File: src/hw/rtl/hrp_pkg.sv
// Shared types, constants and text tables for the HTTP response header parser.
// No dependencies; imported by every other file except the macro header.
`timescale 1ns / 1ps

package hrp_pkg;

   localparam int LENGTH_BITS      = 32;
   localparam int KEY_NAME_MAX     = 19;
   localparam int LENGTH_KEY_LEN   = 14;
   localparam int CHUNKED_KEY_LEN  = 17;
   localparam int CHUNKED_WORD_LEN = 7;
   localparam int VERSION_LEN      = 9;

   // Byte queue between front and back; depth must be a power of two.
   localparam int FIFO_DEPTH = 4;
   localparam int FIFO_AW    = $clog2(FIFO_DEPTH);
   localparam int FIFO_CW    = $clog2(FIFO_DEPTH + 1);

   typedef enum logic [2:0] {
      ERR_OK      = 3'd0,
      ERR_VERSION = 3'd1,
      ERR_STATUS  = 3'd2,
      ERR_REASON  = 3'd3,
      ERR_END     = 3'd4,
      ERR_KEY     = 3'd5,
      ERR_VALUE   = 3'd6,
      ERR_DUP     = 3'd7
   } err_type;

   typedef struct packed {
      logic [7:0] data_byte;
      logic       last_byte;
   } hrp_req_type;

   typedef struct packed {
      logic [2:0]  error_code;
      logic [9:0]  status_value;
      logic [31:0] content_length;
      logic        has_content_length;
      logic        is_chunked;
   } hrp_rsp_type;

   // One classified byte as it sits in the queue.
   typedef struct packed {
      logic [7:0] data;
      logic [7:0] lc;
      logic       last;
      logic       is_digit;
      logic       is_key;
      logic       is_reason;
   } hrp_byte_type;

   function automatic logic [7:0] version_char(input logic [3:0] idx);
      logic [7:0] ch;
      case (idx)
         4'd0:    ch = "H";
         4'd1:    ch = "T";
         4'd2:    ch = "T";
         4'd3:    ch = "P";
         4'd4:    ch = "/";
         4'd5:    ch = "1";
         4'd6:    ch = ".";
         4'd7:    ch = "1";
         4'd8:    ch = " ";
         default: ch = 8'h00;
      endcase
      return ch;
   endfunction

   function automatic logic [7:0] length_key_char(input logic [3:0] idx);
      logic [7:0] ch;
      case (idx)
         4'd0:    ch = "c";
         4'd1:    ch = "o";
         4'd2:    ch = "n";
         4'd3:    ch = "t";
         4'd4:    ch = "e";
         4'd5:    ch = "n";
         4'd6:    ch = "t";
         4'd7:    ch = "-";
         4'd8:    ch = "l";
         4'd9:    ch = "e";
         4'd10:   ch = "n";
         4'd11:   ch = "g";
         4'd12:   ch = "t";
         4'd13:   ch = "h";
         default: ch = 8'h00;
      endcase
      return ch;
   endfunction

   function automatic logic [7:0] chunked_key_char(input logic [4:0] idx);
      logic [7:0] ch;
      case (idx)
         5'd0:    ch = "t";
         5'd1:    ch = "r";
         5'd2:    ch = "a";
         5'd3:    ch = "n";
         5'd4:    ch = "s";
         5'd5:    ch = "f";
         5'd6:    ch = "e";
         5'd7:    ch = "r";
         5'd8:    ch = "-";
         5'd9:    ch = "e";
         5'd10:   ch = "n";
         5'd11:   ch = "c";
         5'd12:   ch = "o";
         5'd13:   ch = "d";
         5'd14:   ch = "i";
         5'd15:   ch = "n";
         5'd16:   ch = "g";
         default: ch = 8'h00;
      endcase
      return ch;
   endfunction

   function automatic logic [7:0] chunked_word_char(input logic [2:0] idx);
      logic [7:0] ch;
      case (idx)
         3'd0:    ch = "c";
         3'd1:    ch = "h";
         3'd2:    ch = "u";
         3'd3:    ch = "n";
         3'd4:    ch = "k";
         3'd5:    ch = "e";
         3'd6:    ch = "d";
         default: ch = 8'h00;
      endcase
      return ch;
   endfunction

endpackage

File: src/hw/rtl/hrp_front.sv
// Front end: accepts request beats, classifies each byte and queues it.
// Depends on hrp_pkg.
`timescale 1ns / 1ps

module hrp_front (
   input  logic                 clock,
   input  logic                 reset,
   input  logic                 req_valid,
   output logic                 req_ready,
   input  hrp_pkg::hrp_req_type req_data,
   output logic                 head_valid,
   output hrp_pkg::hrp_byte_type head_data,
   input  logic                 head_pop
);
   import hrp_pkg::*;

   hrp_byte_type           queue_ff [FIFO_DEPTH];
   hrp_byte_type           slot_in;
   logic [FIFO_AW-1:0]     wr_ptr_ff, wr_ptr_in;
   logic [FIFO_AW-1:0]     rd_ptr_ff, rd_ptr_in;
   logic [FIFO_CW-1:0]     count_ff, count_in;
   logic                   push;
   logic                   is_upper;
   logic                   is_lower;

   always_comb begin
      is_upper          = (req_data.data_byte >= "A") && (req_data.data_byte <= "Z");
      is_lower          = (req_data.data_byte >= "a") && (req_data.data_byte <= "z");
      slot_in.data      = req_data.data_byte;
      slot_in.lc        = is_upper ? 8'(req_data.data_byte + 8'd32) : req_data.data_byte;
      slot_in.last      = req_data.last_byte;
      slot_in.is_digit  = (req_data.data_byte >= "0") && (req_data.data_byte <= "9");
      slot_in.is_key    = slot_in.is_digit || is_upper || is_lower
                          || (req_data.data_byte == "-");
      slot_in.is_reason = is_upper || is_lower || (req_data.data_byte == " ")
                          || (req_data.data_byte == "-");
   end

   assign req_ready  = (count_ff != FIFO_CW'(FIFO_DEPTH));
   assign push       = req_valid && req_ready;
   assign head_valid = (count_ff != '0);
   assign head_data  = queue_ff[rd_ptr_ff];

   always_comb begin
      wr_ptr_in = push ? FIFO_AW'(wr_ptr_ff + 1'b1) : wr_ptr_ff;
      rd_ptr_in = head_pop ? FIFO_AW'(rd_ptr_ff + 1'b1) : rd_ptr_ff;
      count_in  = FIFO_CW'(count_ff + FIFO_CW'(push) - FIFO_CW'(head_pop));
   end

   always_ff @(posedge clock) begin
      if (reset) begin
         wr_ptr_ff <= '0;
         rd_ptr_ff <= '0;
         count_ff  <= '0;
      end else begin
         wr_ptr_ff <= wr_ptr_in;
         rd_ptr_ff <= rd_ptr_in;
         count_ff  <= count_in;
      end
   end

   always_ff @(posedge clock) begin
      if (push) begin
         queue_ff[wr_ptr_ff] <= slot_in;
      end
   end

endmodule

File: src/hw/rtl/hrp_back.sv
// Back end: runs the header grammar over queued bytes and registers the result.
// Depends on hrp_pkg.
`timescale 1ns / 1ps

module hrp_back (
   input  logic                  clock,
   input  logic                  reset,
   input  logic                  head_valid,
   input  hrp_pkg::hrp_byte_type head_data,
   output logic                  head_pop,
   output logic                  rsp_valid,
   input  logic                  rsp_ready,
   output hrp_pkg::hrp_rsp_type  rsp_data
);
   import hrp_pkg::*;

   localparam logic [7:0] CH_CR    = 8'h0D;
   localparam logic [7:0] CH_LF    = 8'h0A;
   localparam logic [7:0] CH_SP    = 8'h20;
   localparam logic [7:0] CH_COLON = 8'h3A;

   typedef enum logic [3:0] {
      PH_VERSION, PH_STATUS, PH_REASON, PH_LINE, PH_KEY,
      PH_LEAD, PH_VALUE, PH_BLANK, PH_DONE
   } phase_type;

   typedef enum logic [1:0] {
      KIND_NONE, KIND_LENGTH, KIND_CHUNKED
   } kind_type;

   typedef struct packed {
      logic bad;
      logic space;
      logic nonempty;
   } vflag_type;

   typedef struct packed {
      vflag_type              flags;
      logic [LENGTH_BITS-1:0] len;
      logic [2:0]             cpos;
   } vstate_type;

   typedef struct packed {
      err_type    code;
      logic [1:0] seen;
   } finish_type;

   function automatic err_type first_err(input err_type cur, input err_type code);
      return (cur == ERR_OK) ? code : cur;
   endfunction

   function automatic kind_type key_kind(input logic [4:0] kp, input logic [1:0] km);
      kind_type k;
      if (kp > 5'(KEY_NAME_MAX)) begin
         k = KIND_NONE;
      end else if (km[0] && (kp == 5'(LENGTH_KEY_LEN))) begin
         k = KIND_LENGTH;
      end else if (km[1] && (kp == 5'(CHUNKED_KEY_LEN))) begin
         k = KIND_CHUNKED;
      end else begin
         k = KIND_NONE;
      end
      return k;
   endfunction

   // One value character: trimming bookkeeping, then the digit or word check.
   function automatic vstate_type value_char(input kind_type kind, input vstate_type vs,
                                             input logic [7:0] c, input logic dig);
      vstate_type             r;
      logic [LENGTH_BITS+3:0] grown;
      r     = vs;
      grown = '0;
      if (c == CH_SP) begin
         if (vs.flags.nonempty) begin
            r.flags.space = 1'b1;
         end
      end else begin
         if (vs.flags.space) begin
            r.flags.bad = 1'b1;
         end
         r.flags.nonempty = 1'b1;
         r.flags.space    = 1'b0;
         case (kind)
            KIND_LENGTH: begin
               if (dig) begin
                  grown = ({4'b0, vs.len} << 3) + ({4'b0, vs.len} << 1)
                          + (LENGTH_BITS + 4)'(c[3:0]);
                  if (grown[LENGTH_BITS+3:LENGTH_BITS] != 4'd0) begin
                     r.len = '1;
                  end else begin
                     r.len = grown[LENGTH_BITS-1:0];
                  end
               end else begin
                  r.flags.bad = 1'b1;
               end
            end
            KIND_CHUNKED: begin
               if ((vs.cpos < 3'(CHUNKED_WORD_LEN)) && (c == chunked_word_char(vs.cpos))) begin
                  r.cpos = 3'(vs.cpos + 3'd1);
               end else begin
                  r.flags.bad = 1'b1;
               end
            end
            default: begin
            end
         endcase
      end
      return r;
   endfunction

   function automatic finish_type finish_field(input kind_type kind, input vstate_type vs,
                                               input logic [1:0] seen);
      finish_type f;
      f.code = ERR_OK;
      f.seen = seen;
      case (kind)
         KIND_LENGTH: begin
            if (!vs.flags.nonempty || vs.flags.bad) begin
               f.code = ERR_VALUE;
            end else if (seen[0]) begin
               f.code = ERR_DUP;
            end else begin
               f.seen[0] = 1'b1;
            end
         end
         KIND_CHUNKED: begin
            if (vs.flags.bad || (vs.cpos != 3'(CHUNKED_WORD_LEN))) begin
               f.code = ERR_VALUE;
            end else if (seen[1]) begin
               f.code = ERR_DUP;
            end else begin
               f.seen[1] = 1'b1;
            end
         end
         default: begin
         end
      endcase
      return f;
   endfunction

   phase_type              phase_ff, phase_in;
   logic [4:0]             pos_ff, pos_in;
   logic [9:0]             status_ff, status_in;
   logic [1:0]             kmatch_ff, kmatch_in;
   kind_type               kind_ff, kind_in;
   vstate_type             vs_ff, vs_in;
   logic                   pcr_ff, pcr_in;
   logic [1:0]             seen_ff, seen_in;
   err_type                err_ff, err_in;
   logic                   rsp_valid_ff, rsp_valid_in;
   hrp_rsp_type            rsp_data_ff, rsp_data_in;

   logic [7:0]             c;
   logic                   last;
   logic                   slot_free;
   logic                   do_key;
   logic                   do_value;
   logic [4:0]             kp_base, kp_adv;
   logic [1:0]             km_base, km_adv;
   kind_type               kind_base, kind_adv;
   vstate_type             vs_cr, vs_pre, vs_chr;
   finish_type             fin_lf, fin_last;
   logic                   ok;

   assign c         = head_data.data;
   assign last      = head_data.last;
   assign slot_free = !rsp_valid_ff || rsp_ready;
   // A flagged byte needs room in the result register; other bytes never wait.
   assign head_pop  = head_valid && (!last || slot_free);
   assign rsp_valid = rsp_valid_ff;
   assign rsp_data  = rsp_data_ff;

   // Key matching state, as seen by a byte that starts a new line or continues a key.
   always_comb begin
      kp_base   = (phase_ff == PH_LINE) ? 5'd0 : pos_ff;
      km_base   = (phase_ff == PH_LINE) ? 2'b11 : kmatch_ff;
      km_adv    = km_base;
      if ((kp_base >= 5'(LENGTH_KEY_LEN)) || (head_data.lc != length_key_char(kp_base[3:0]))) begin
         km_adv[0] = 1'b0;
      end
      if ((kp_base >= 5'(CHUNKED_KEY_LEN)) || (head_data.lc != chunked_key_char(kp_base))) begin
         km_adv[1] = 1'b0;
      end
      kp_adv    = (kp_base < 5'd31) ? 5'(kp_base + 5'd1) : kp_base;
      kind_base = key_kind(kp_base, km_base);
      kind_adv  = key_kind(kp_adv, km_adv);
   end

   // Value path: a held CR that turns out not to start CRLF counts as a value byte.
   always_comb begin
      vs_cr    = value_char(kind_ff, vs_ff, CH_CR, 1'b0);
      vs_pre   = pcr_ff ? vs_cr : vs_ff;
      vs_chr   = value_char(kind_ff, vs_pre, c, head_data.is_digit);
      fin_lf   = finish_field(kind_ff, vs_ff, seen_ff);
      fin_last = finish_field(kind_ff, vs_pre, seen_ff);
   end

   always_comb begin
      phase_in  = phase_ff;
      pos_in    = pos_ff;
      status_in = status_ff;
      kmatch_in = kmatch_ff;
      kind_in   = kind_ff;
      vs_in     = vs_ff;
      pcr_in    = pcr_ff;
      seen_in   = seen_ff;
      err_in    = err_ff;
      do_key    = 1'b0;
      do_value  = 1'b0;

      if (err_ff == ERR_OK) begin
         case (phase_ff)
            PH_VERSION: begin
               if ((c != version_char(pos_ff[3:0])) || (last && (pos_ff < 5'(VERSION_LEN - 1)))) begin
                  err_in = first_err(err_in, ERR_VERSION);
               end else if (pos_ff >= 5'(VERSION_LEN - 1)) begin
                  if (last) begin
                     err_in = first_err(err_in, ERR_STATUS);
                  end
                  pos_in   = '0;
                  phase_in = PH_STATUS;
               end else begin
                  pos_in = 5'(pos_ff + 5'd1);
               end
            end
            PH_STATUS: begin
               if (head_data.is_digit && (pos_ff < 5'd3) && !last) begin
                  status_in = 10'(status_ff * 10'd10 + 10'(c[3:0]));
                  pos_in    = 5'(pos_ff + 5'd1);
               end else if ((c == CH_SP) && (pos_ff == 5'd3)) begin
                  pos_in   = '0;
                  phase_in = PH_REASON;
                  if (last) begin
                     err_in = first_err(err_in, ERR_REASON);
                  end
               end else begin
                  err_in = first_err(err_in, ERR_STATUS);
               end
            end
            PH_REASON: begin
               if (pcr_ff) begin
                  pcr_in = 1'b0;
                  if ((c != CH_LF) || (pos_ff == 5'd0)) begin
                     err_in = first_err(err_in, ERR_REASON);
                  end else if (last) begin
                     err_in = first_err(err_in, ERR_END);
                  end else begin
                     phase_in = PH_LINE;
                  end
               end else if (c == CH_CR) begin
                  if (last) begin
                     err_in = first_err(err_in, ERR_REASON);
                  end else begin
                     pcr_in = 1'b1;
                  end
               end else if (head_data.is_reason) begin
                  if (pos_ff < 5'd31) begin
                     pos_in = 5'(pos_ff + 5'd1);
                  end
                  if (last) begin
                     err_in = first_err(err_in, ERR_REASON);
                  end
               end else begin
                  err_in = first_err(err_in, ERR_REASON);
               end
            end
            PH_LINE: begin
               if (last) begin
                  err_in = first_err(err_in, ERR_END);
               end else if (c == CH_CR) begin
                  phase_in = PH_BLANK;
               end else begin
                  do_key = 1'b1;
               end
            end
            PH_BLANK: begin
               if (c != CH_LF) begin
                  err_in = first_err(err_in, ERR_KEY);
               end else if (!last) begin
                  phase_in = PH_DONE;
               end
            end
            PH_KEY: begin
               do_key = 1'b1;
            end
            PH_LEAD: begin
               if (last) begin
                  err_in = first_err(err_in, (kind_ff != KIND_NONE) ? ERR_VALUE : ERR_END);
               end else if (c != CH_SP) begin
                  phase_in = PH_VALUE;
                  do_value = 1'b1;
               end
            end
            PH_VALUE: begin
               do_value = 1'b1;
            end
            default: begin
               err_in = first_err(err_in, ERR_END);
            end
         endcase
      end

      if (do_key) begin
         phase_in  = PH_KEY;
         pos_in    = kp_base;
         kmatch_in = km_base;
         if (head_data.is_key) begin
            pos_in    = kp_adv;
            kmatch_in = km_adv;
            if (last) begin
               err_in = first_err(err_in, (kind_adv != KIND_NONE) ? ERR_VALUE : ERR_END);
            end
         end else if (c == CH_COLON) begin
            if (kp_base == 5'd0) begin
               err_in = first_err(err_in, ERR_KEY);
            end else begin
               kind_in = kind_base;
               if (last) begin
                  err_in = first_err(err_in, (kind_base != KIND_NONE) ? ERR_VALUE : ERR_END);
               end else begin
                  vs_in.flags = '0;
                  vs_in.cpos  = '0;
                  pcr_in      = 1'b0;
                  if (kind_base == KIND_LENGTH) begin
                     vs_in.len = '0;
                  end
                  phase_in = PH_LEAD;
               end
            end
         end else begin
            err_in = first_err(err_in, ERR_KEY);
         end
      end

      if (do_value) begin
         if (pcr_ff && (c == CH_LF)) begin
            pcr_in  = 1'b0;
            seen_in = fin_lf.seen;
            err_in  = first_err(err_in, fin_lf.code);
            if (last) begin
               err_in = first_err(err_in, ERR_END);
            end else begin
               phase_in = PH_LINE;
            end
         end else begin
            pcr_in = 1'b0;
            vs_in  = vs_pre;
            if (last) begin
               seen_in = fin_last.seen;
               err_in  = first_err(err_in, fin_last.code);
               err_in  = first_err(err_in, ERR_END);
            end else if (c == CH_CR) begin
               pcr_in = 1'b1;
            end else begin
               vs_in = vs_chr;
            end
         end
      end
   end

   always_comb begin
      ok                              = (err_in == ERR_OK);
      rsp_data_in.error_code          = err_in;
      rsp_data_in.status_value        = (phase_in >= PH_REASON) ? status_in : 10'd0;
      rsp_data_in.content_length      = (ok && seen_in[0]) ? 32'(vs_in.len) : 32'd0;
      rsp_data_in.has_content_length  = ok && seen_in[0];
      rsp_data_in.is_chunked          = ok && seen_in[1];
      rsp_valid_in                    = (head_pop && last) ? 1'b1
                                        : (rsp_ready ? 1'b0 : rsp_valid_ff);
   end

   always_ff @(posedge clock) begin
      if (reset) begin
         phase_ff     <= PH_VERSION;
         pos_ff       <= '0;
         status_ff    <= '0;
         kmatch_ff    <= 2'b11;
         kind_ff      <= KIND_NONE;
         vs_ff        <= '0;
         pcr_ff       <= 1'b0;
         seen_ff      <= '0;
         err_ff       <= ERR_OK;
         rsp_valid_ff <= 1'b0;
      end else begin
         rsp_valid_ff <= rsp_valid_in;
         if (head_pop) begin
            if (last) begin
               phase_ff  <= PH_VERSION;
               pos_ff    <= '0;
               status_ff <= '0;
               kmatch_ff <= 2'b11;
               kind_ff   <= KIND_NONE;
               vs_ff     <= '0;
               pcr_ff    <= 1'b0;
               seen_ff   <= '0;
               err_ff    <= ERR_OK;
            end else begin
               phase_ff  <= phase_in;
               pos_ff    <= pos_in;
               status_ff <= status_in;
               kmatch_ff <= kmatch_in;
               kind_ff   <= kind_in;
               vs_ff     <= vs_in;
               pcr_ff    <= pcr_in;
               seen_ff   <= seen_in;
               err_ff    <= err_in;
            end
         end
      end
   end

   always_ff @(posedge clock) begin
      if (head_pop && last) begin
         rsp_data_ff <= rsp_data_in;
      end
   end

endmodule

File: src/hw/rtl/http_response_header_parser.sv
// A flagged beat is queued, then popped into the result register that drives rsp_valid.
// Throughput: one request beat per cycle unless the queue is full (single-pass hrp_back).
// A flagged beat waits in the queue only while the previous result is still unread.
// Reset is synchronous and active high; it empties the byte queue, drops any pending
// result and returns the parser to the start of a new header. No clearing pass follows.
`timescale 1ns / 1ps

// The block splits into a front end and a back end joined by a small byte queue.
// The front end takes request beats whenever the queue has room, tags each byte with
// its character class (digit, key character, reason character, lower-case form) and
// stores it. The back end, unless stalled, pulls one byte per cycle from the queue
// and advances the header grammar: version text, status code, reason phrase, then
// key:value lines and the closing blank line. Content-Length and Transfer-Encoding
// values are checked as they stream by, with spaces at both ends of a value trimmed.
//
// The first error in a header is kept and later bytes of the same header are skipped.
// When the flagged last byte is consumed, the back end loads the result register and
// restarts for the next header, so the following header's bytes can be parsed while
// the result still waits for rsp_ready.
module http_response_header_parser (
   input  logic                 clock,
   input  logic                 reset,
   input  logic                 req_valid,
   output logic                 req_ready,
   input  hrp_pkg::hrp_req_type req_data,
   output logic                 rsp_valid,
   input  logic                 rsp_ready,
   output hrp_pkg::hrp_rsp_type rsp_data
);
   import hrp_pkg::*;

   // Queue head as seen by the back end.
   logic         head_valid;
   hrp_byte_type head_data;
   logic         head_pop;

   hrp_front u_front (
      .clock      (clock),
      .reset      (reset),
      .req_valid  (req_valid),
      .req_ready  (req_ready),
      .req_data   (req_data),
      .head_valid (head_valid),
      .head_data  (head_data),
      .head_pop   (head_pop)
   );

   // The back end only stalls on a flagged byte, and only while the result
   // register still holds the previous header's result.
   hrp_back u_back (
      .clock      (clock),
      .reset      (reset),
      .head_valid (head_valid),
      .head_data  (head_data),
      .head_pop   (head_pop),
      .rsp_valid  (rsp_valid),
      .rsp_ready  (rsp_ready),
      .rsp_data   (rsp_data)
   );

endmodule

File: config.mk
export PLATFORM = sky130hd
export DESIGN_NAME = http_response_header_parser
export DESIGN_NICKNAME = d
export VERILOG_FILES = /design/src/hw/rtl/hrp_pkg.sv /design/src/hw/rtl/hrp_front.sv /design/src/hw/rtl/hrp_back.sv /design/src/hw/rtl/http_response_header_parser.sv
export SDC_FILE = /design/constraint.sdc
export NUM_CORES = 1
export LEC_CHECK = 0
export BUFFER_PORTS_ARGS = -buffer_cell sky130_fd_sc_hd__buf_2
export CAP_MARGIN = 10
export CORE_ASPECT_RATIO = 0.75
export CORE_MARGIN = 2
export CORE_UTILIZATION = 38
export DETAILED_ROUTE_END_ITERATION = 10
export HOLD_SLACK_MARGIN = 0.05
export PLACE_DENSITY_LB_ADDON = 0.3
export SKIP_LAST_GASP = 1
export SLEW_MARGIN = 10
export SYNTH_ARGS = -nofsm -noshare
export SYNTH_HDL_FRONTEND = slang
export SYNTH_HIERARCHICAL = 1
export SYNTH_SLANG_ARGS = --single-unit
File: constraint.sdc
create_clock -name clock -period 5.9 [get_ports clock]
set_input_delay 1.18 -clock clock [delete_from_list [all_inputs] [get_ports clock]]
set_output_delay 1.18 -clock clock [all_outputs]
set_load 0.05 [all_outputs]
==> impl_metrics.py, run 1 <==
metrics = {
    "route": {
        "drt-pass1-iter-count": 6,
        "post_drt_wl_per_cell_um": 18.4,
        "drc_errors": 0,
        "drt_wl_total_um": 33500,
        "drt_iter0_drc": 1058,
        "ant_nets": 0,
        "vias": 10557,
        "vias_per_cell": 5.79,
    },
    "power": {
        "ir_worst_vdd_uv": 214,
        "powerDensity_mw_per_mm2": 345,
        "leakage_nw": 5.30,
    },
    "placement": {
        "place_area_mm2": 0.0135,
        "gp_congestion": 0.903,
        "portBuffers": 61,
        "post-place-cells": 1791,
        "hpwl_um": 24000,
    },
    "timing": {
        "fmax_ghz": 0.182,
        "setup_violations": 0,
        "fin_skew_ns": 0.0133,
        "worst_slew_pin_slew_ns": 1.16,
        "max_slew_margin_pct": 22.8,
        "hold_viol_final": 0,
        "fin_crit_ns": 5.50,
        "finalCritPeriodShare_pct": 93.1,
        "slew_viol_final": 0,
        "tns_ns": 0,
        "rsz0062_at_grt": "no",
        "whs_ns": 0.510,
    },
    "hold_path": {
        "hold_class": "flip-flop to flip-flop",
    },
    "floorplan": {
        "core_mm2": 0.0334,
        "start_util_pct": 38.4,
        "die_area_mm2": 0.0353,
        "ios": 62,
        "rows": 58,
        "die_w_um": 216,
        "die_h_um": 163,
    },
    "logic_synthesis": {
        "synth_nets": 1464,
        "synth_edf_count": 107,
        "synth_compound_area_share_pct": 20.2,
        "muxShareOfSynthArea_pct": 3.50,
        "netlist_area_mm2": 0.0128,
        "ys_seq_area_share_pct": 38.2,
        "syn_avg_cell_area_um2": 9.55,
        "synth.ff_latch_count": 191,
        "netlist_instances": 1344,
        "synth_top_family_by_area": "compound AO/OA/AOI/OAI gates",
        "ys_types": 103,
        "synthAdderAreaFrac_pct": 10.7,
        "ys_async_sr_fraction_pct": 0,
        "synthSimpleGateAreaFrac_pct": 18.6,
        "yosysWarnings": 6,
        "synthFlopType": "edfxtp_1",
        "synth-xor-area-share_pct": 4.41,
    },
    "grt": {
        "grt_pass1_wl_um": 54100,
        "grt_pass1_vias": 9958,
        "track_usage_pct": 19.1,
        "antenna_found_initial": 0,
        "grt-ovfl-total": 0,
        "grt_max_degree": 60,
    },
    "job": {
        "drv_cap": 0,
    },
    "worst_setup_path": {
        "cp_slowest_stage_delay_ns": 0.73,
        "crit_family": "compound AO/OA/AOI/OAI gates",
        "crit_chain": "mux4_2 -> fa_1 -> fa_1 -> a211oi_1 -> nor4_1 -> nor3_1 -> o21ai_1 -> a31o_2 -> a221oi_1 -> o21ai_4 -> buf_4 -> o21ai_0 -> a21boi_2",
        "critPathKind": "flip-flop to flip-flop",
        "crit_required_ns": 6.10,
        "crit_top_cell": "fa_1",
        "arrival_ns": 5.70,
        "crit_path_start_kind": "flip-flop",
        "endpoint_kind": "flip-flop",
        "critPathSlowestCell": "mux4_2",
        "crit_buf_inv": 1,
        "crit_fanout": 59,
    },
    "layout": {
        "fin_nets": 1480,
        "final_common_cell": "nor2_1",
        "drive_gt1_share_pct": 13.6,
        "diodes": 0,
        "syn2layout_area_growth_pct": 9.24,
        "final_cell_mix": "nor2_1, edfxtp_1, ha_1, nand2_1, dfxtp_1",
        "stdcell_area_mm2": 0.0140,
        "fin_cells": 1823,
        "finish.utilization_pct": 42.0,
    },
    "cts": {
        "cts_tree": "done",
        "cts.sinks": 191,
        "cts_hold_buffers": 0,
        "root_buffer": "clkbuf_16",
        "ctsResizeCount": 0,
        "cts_setup_buffers": 0,
        "cts.clk_slew.worst_paths_ns": 0.07,
        "htree_levels": 4,
        "clk_latency_ns": 0.45,
        "cts_buffers": 17,
        "clk_path_buf_depth": 2,
    },
    "status": {
        "status": "complete, no violations",
    },
}
[registers in the layout, summed over array words and instances, names as in the netlist, 3 cells and up, named ones only]
| register | count |
|---|---|
| u_back/vs_ff | 6 |
| u_front/count_ff | 3 |
| u_front/queue_ff | 60 |
| u_back/status_ff | 10 |
| u_back/rsp_data | 47 |
| u_back/phase_ff | 4 |
| u_back/err_ff | 3 |
| u_back/pos_ff | 5 |
| u_back/vs_cr | 32 |
[cell usage after synthesis (all sizes together) (4+ instances only)]
cell type	number	area share [%]
nor4	14	1.1
a21o	21	1.2
buf	31	1.6
a22oi	15	0.88
dfxtp	84	13
xnor2	33	2.3
edfxtp	107	25
nor3b	7	0.41
and3	20	0.98
mux2i	10	0.78
mux4	15	2.6
inv	43	1.3
nand3	59	2.3
nor2b	13	0.63
o21bai	5	0.29
or4	5	0.32
a21oi	82	3.2
xor2	29	2.0
and2	14	0.68
o21a	5	0.29
a31oi	18	0.93
fa	5	0.78
a32oi	5	0.34
o211ai	9	0.53
or2	9	0.46
and4	4	0.27
o31ai	5	0.29
ha	102	9.9
nor3	35	1.4
o21ai	73	2.8
nor4bb	4	0.31
a21boi	29	2.4
or3	11	0.58
a2111oi	5	0.49
nand2b	19	0.98
nand2	97	2.9
o2bb2ai	29	2.0
o22ai	11	0.59
nor2	124	3.6
a31o	4	0.27
clkbuf	51	1.5
nand4	12	0.59
a211oi	16	0.98
[path summary, 6_finish.rpt]
kind	start	end	slack, ns	depth (start not counted)
setup / recovery	flip-flop	u_back/rsp_data[27]	0.40	13
hold / removal	u_front/wr_ptr_ff[1]	u_front/wr_ptr_ff[1]	0.51	2
setup reg to reg	flip-flop	u_back/rsp_data[27]	0.40	13
hold reg to reg	u_front/wr_ptr_ff[1]	u_front/wr_ptr_ff[1]	0.51	2
[worst reg2reg max path, cell delays in order, from the launching register on]
cell and delay [ns]:
dfxtp_1 0.60, mux4_2 0.73, fa_1 0.58, fa_1 0.49
a211oi_1 0.31, nor4_1 0.11, nor3_1 0.56, o21ai_1 0.28
a31o_2 0.31, a221oi_1 0.46, o21ai_4 0.07, buf_4 0.32
o21ai_0 0.36, a21boi_2 0.08
[final cells by class]
| class | instances | area, µm² |
|---|---|---|
| fill | 3241 | 19400 |
| multi-input combinational | 1025 | 7380 |
| timing repair buffer | 79 | 440 |
| sequential | 191 | 4890 |
| clock inverter | 14 | 133 |
| tap | 450 | 563 |
| inverter | 46 | 173 |
| clock buffer | 18 | 429 |
[stage by stage]
step           total power, W  setup WS, ns
2_1_floorplan         0.00323          1.09
3_3_place_gp          0.00371         0.603
3_5_place_dp          0.00373         0.456
4_1_cts               0.00486         0.443
5_1_grt               0.00507        0.0327
6_report              0.00484         0.404
[power breakdown]
group	switching (W)	internal, W
clock network	0.000536	0.000589
registers	0.000118	0.00167
logic	0.00141	0.000511
[cells by family (layout without fill, tap and decap cells)]
logic type	count (synthesis)	count (layout)
fa+ha+maj	107	107
buf+inv	128	157
flops	191	191
xor+xnor	63	63
simple gates	462	462
mux	26	26
compound gates	367	367
[routing by layer]
metal,wire (µm),up-vias,track usage [%]
met5,0,-,0
met2,14200,408,28.1
met3,2540,32,4.45
li1,-,5031,-
met4,341,0,4.42
met1,16400,5086,28.3
No activity file was read; power rests on OpenSTA's default activity.
==> run 2: changes to the inputs <==
- ABC_AREA: not set -> 1
- CAP_MARGIN: 10 -> not set
- CORE_UTILIZATION: 38 -> 24
==> impl_metrics.py, run 2 <==
metrics = {
    "worst_setup_path": {
        "critPathSlowestCell": "fa_1",
        "endpoint_kind": "flip-flop",
        "crit_buf_inv": 4,
        "crit_required_ns": 6.13,
        "crit_family": "compound AO/OA/AOI/OAI gates",
        "cp_slowest_stage_delay_ns": 0.53,
        "crit_path_start_kind": "flip-flop",
        "crit_top_cell": "nand3_1",
        "arrival_ns": 5.42,
        "crit_fanout": 16,
        "critPathKind": "flip-flop to flip-flop",
        "crit_chain": "inv_1 -> o21ai_0 -> o22ai_1 -> fa_1 -> fa_1 -> nand3_1 -> nand3_1 -> a21oi_1 -> inv_1 -> nand2_1 -> nand3_1 -> a21oi_1 -> o21ai_0 -> xor2_1 -> nor2_1 -> nand2_2 -> clkinv_2 -> nand3_1 -> nand2_1 -> nand2_1 -> inv_1 -> nor2_2",
    },
    "logic_synthesis": {
        "ys_top_cells_by_count": "nand2_1, nor2_1, inv_1",
        "ys_top_cells_by_area": "edfxtp_1, dfxtp_1, nand2_1, ha_1, nor2_1",
        "synthFlopType": "edfxtp_1",
        "netlist_area_mm2": 0.0138,
        "netlist_instances": 1889,
        "synth_edf_count": 107,
        "synth.ff_latch_count": 191,
        "yosysWarnings": 6,
        "yosysTopAreaCellShare_pct": 23.4,
        "synth_nets": 2009,
        "ys_types": 57,
        "syn_avg_cell_area_um2": 7.28,
        "ys_async_sr_fraction_pct": 0,
        "synth.most_common_cell": "nand2_1",
        "ys_seq_area_share_pct": 35.6,
        "synth_area_leader_cell": "edfxtp_1",
    },
    "grt": {
        "grt_pass1_vias": 11872,
        "grt-ovfl-total": 0,
        "grt_pass1_wl_um": 66400,
        "track_usage_pct": 14.2,
        "antenna_found_initial": 0,
        "grt_max_degree": 69,
    },
    "layout": {
        "largest_reg_flops": 60,
        "nFillCells": 6111,
        "final_common_cell": "nand2_1",
        "final_cell_mix": "nand2_1, nor2_1, inv_1, o21ai_0, nand3_1",
        "drive_gt1_share_pct": 10.5,
        "top_register": "u_front/queue_ff",
        "syn2layout_area_growth_pct": 12.7,
        "multi_input_area_mm2": 0.00767,
        "seqCellArea_mm2": 0.00489,
        "fin_nets": 2040,
    },
    "cts": {
        "cts.clk_slew.worst_paths_ns": 0.08,
        "cts_setup_buffers": 0,
        "htree_levels": 4,
        "root_buffer": "clkbuf_16",
        "cts_hold_buffers": 0,
        "cts_buffers": 17,
        "clk_latency_ns": 0.47,
        "cts_tree": "done",
        "cts.sinks": 191,
        "ctsResizeCount": 0,
        "clk_path_buf_depth": 2,
    },
    "route": {
        "drt_iter0_drc": 1266,
        "ant_nets": 0,
        "drt-pass1-iter-count": 6,
        "vias_per_cell": 4.73,
        "drt_wl_total_um": 41600,
        "drc_errors": 0,
        "post_drt_wl_per_cell_um": 15.6,
        "vias": 12604,
    },
    "placement": {
        "hpwl_um": 30500,
        "portBuffers": 61,
        "gp_congestion": 0.886,
    },
    "power": {
        "power_frac_clock_pct": 21.1,
        "ir_worst_vdd_uv": 226,
        "pwr-share-comb_pct": 47.4,
        "fin_total_pwr_w": 0.00595,
        "internal_power_w": 0.00301,
        "seqPwrFrac_pct": 31.5,
        "switchingPower_w": 0.00294,
        "powerDensity_mw_per_mm2": 384,
        "leakage_nw": 6.42,
        "p_sw_share_pct": 49.4,
    },
    "timing": {
        "hold_viol_final": 0,
        "finalCritPeriodShare_pct": 88.1,
        "fin_crit_ns": 5.20,
        "rsz0062_at_grt": "no",
        "max_slew_margin_pct": 26.1,
        "fmax_ghz": 0.192,
        "fin_skew_ns": 0.0218,
        "worst_slew_pin_slew_ns": 1.11,
        "slew_viol_final": 0,
        "tns_ns": 0,
        "setup_violations": 0,
    },
    "floorplan": {
        "die_area_mm2": 0.0592,
        "start_util_pct": 24.4,
        "rows": 75,
        "die_w_um": 280,
        "ios": 62,
        "core_mm2": 0.0563,
        "die_h_um": 211,
    },
    "hold_path": {
        "hold_class": "flip-flop to flip-flop",
    },
    "status": {
        "status": "complete, no violations",
    },
    "job": {
        "drv_cap": 0,
    },
}
-- run 2: cell types whose count changed in the layout (fill, tap and decap cells not counted), moves of 18 or more --
cell	delta
nand3_1	+74
and3_1	-20
o2bb2ai_1	-29
nand2_1	+304
a21boi_2	-25
a21oi_1	+41
nor2_1	+104
inv_1	+175
o21ai_0	+70
nor2_2	+33
nand2b_1	-18
-- run 2: worst paths after layout --
kind | startpoint | end | slack (ns) | depth (start not counted)
hold / removal | u_back/status_ff[9] | u_back/status_ff[9] | 0.47 | 2
hold reg to reg | u_back/status_ff[9] | u_back/status_ff[9] | 0.47 | 2
setup / recovery | flip-flop | u_back/rsp_data[32] | 0.70 | 22
setup reg to reg | flip-flop | u_back/rsp_data[32] | 0.70 | 22
-- run 2: power by group through the flow --
stage               clock network, W  registers [W]  logic (W)
finish                       0.00125        0.00187    0.00282
global route                 0.00134        0.00191    0.00309
CTS                          0.00129        0.00188    0.00282
detailed placement                 0        0.00191    0.00281
global placement                   0        0.00191    0.00280
floorplan                          0        0.00233    0.00148
-- run 2: area by class of cell --
type | count | share of cell area (%)
Inverter | 229 | 5.55
Antenna cell | 1 | 0.0161
Clock inverter | 15 | 1.36
Timing Repair Buffer | 87 | 3.31
Multi-Input combinational cell | 1394 | 49.5
Tap cell | 731 | 5.90
Sequential cell | 191 | 31.6
Clock buffer | 17 | 2.75
-- run 2: per-stage QoR --
stage | instances | util, % | hold slack [ns] | setup slack, ns | area (µm²)
floorplan | 1889 | - | 0.442 | 1.70 | 13800
global placement | 2632 | 26.4 | 0.449 | 0.602 | 14900
detailed placement | 2632 | 26.4 | 0.459 | 0.393 | 14900
CTS | 2664 | 27.5 | 0.471 | 0.383 | 15500
global route | 2664 | 27.5 | 0.501 | 0.207 | 15500
finish | 2665 | 27.5 | 0.471 | 0.704 | 15500
-- run 2: logic make-up after synthesis --
| logic type | synth area share [%] |
|---|---|
| xor+xnor | 3.44 |
| fa+ha+maj | 10.0 |
| simple gates | 27.8 |
| flops | 35.6 |
| buf+inv | 8.81 |
| compound gates | 14.3 |
-- run 2: tightest hold or removal path: stages, from the launching register on --
cell and delay [ns]:
dfxtp_1 0.31, nand2_1 0.06, a21oi_1 0.06
-- run 2: metal layers --
metal	track usage (%)	share of wire (%)	up-vias
li1	-	-	6320
met1	22.3	54	5942
met2	19.8	40	313
met3	2.70	5.6	29
met4	2.84	0.92	0
met5	0	0	-
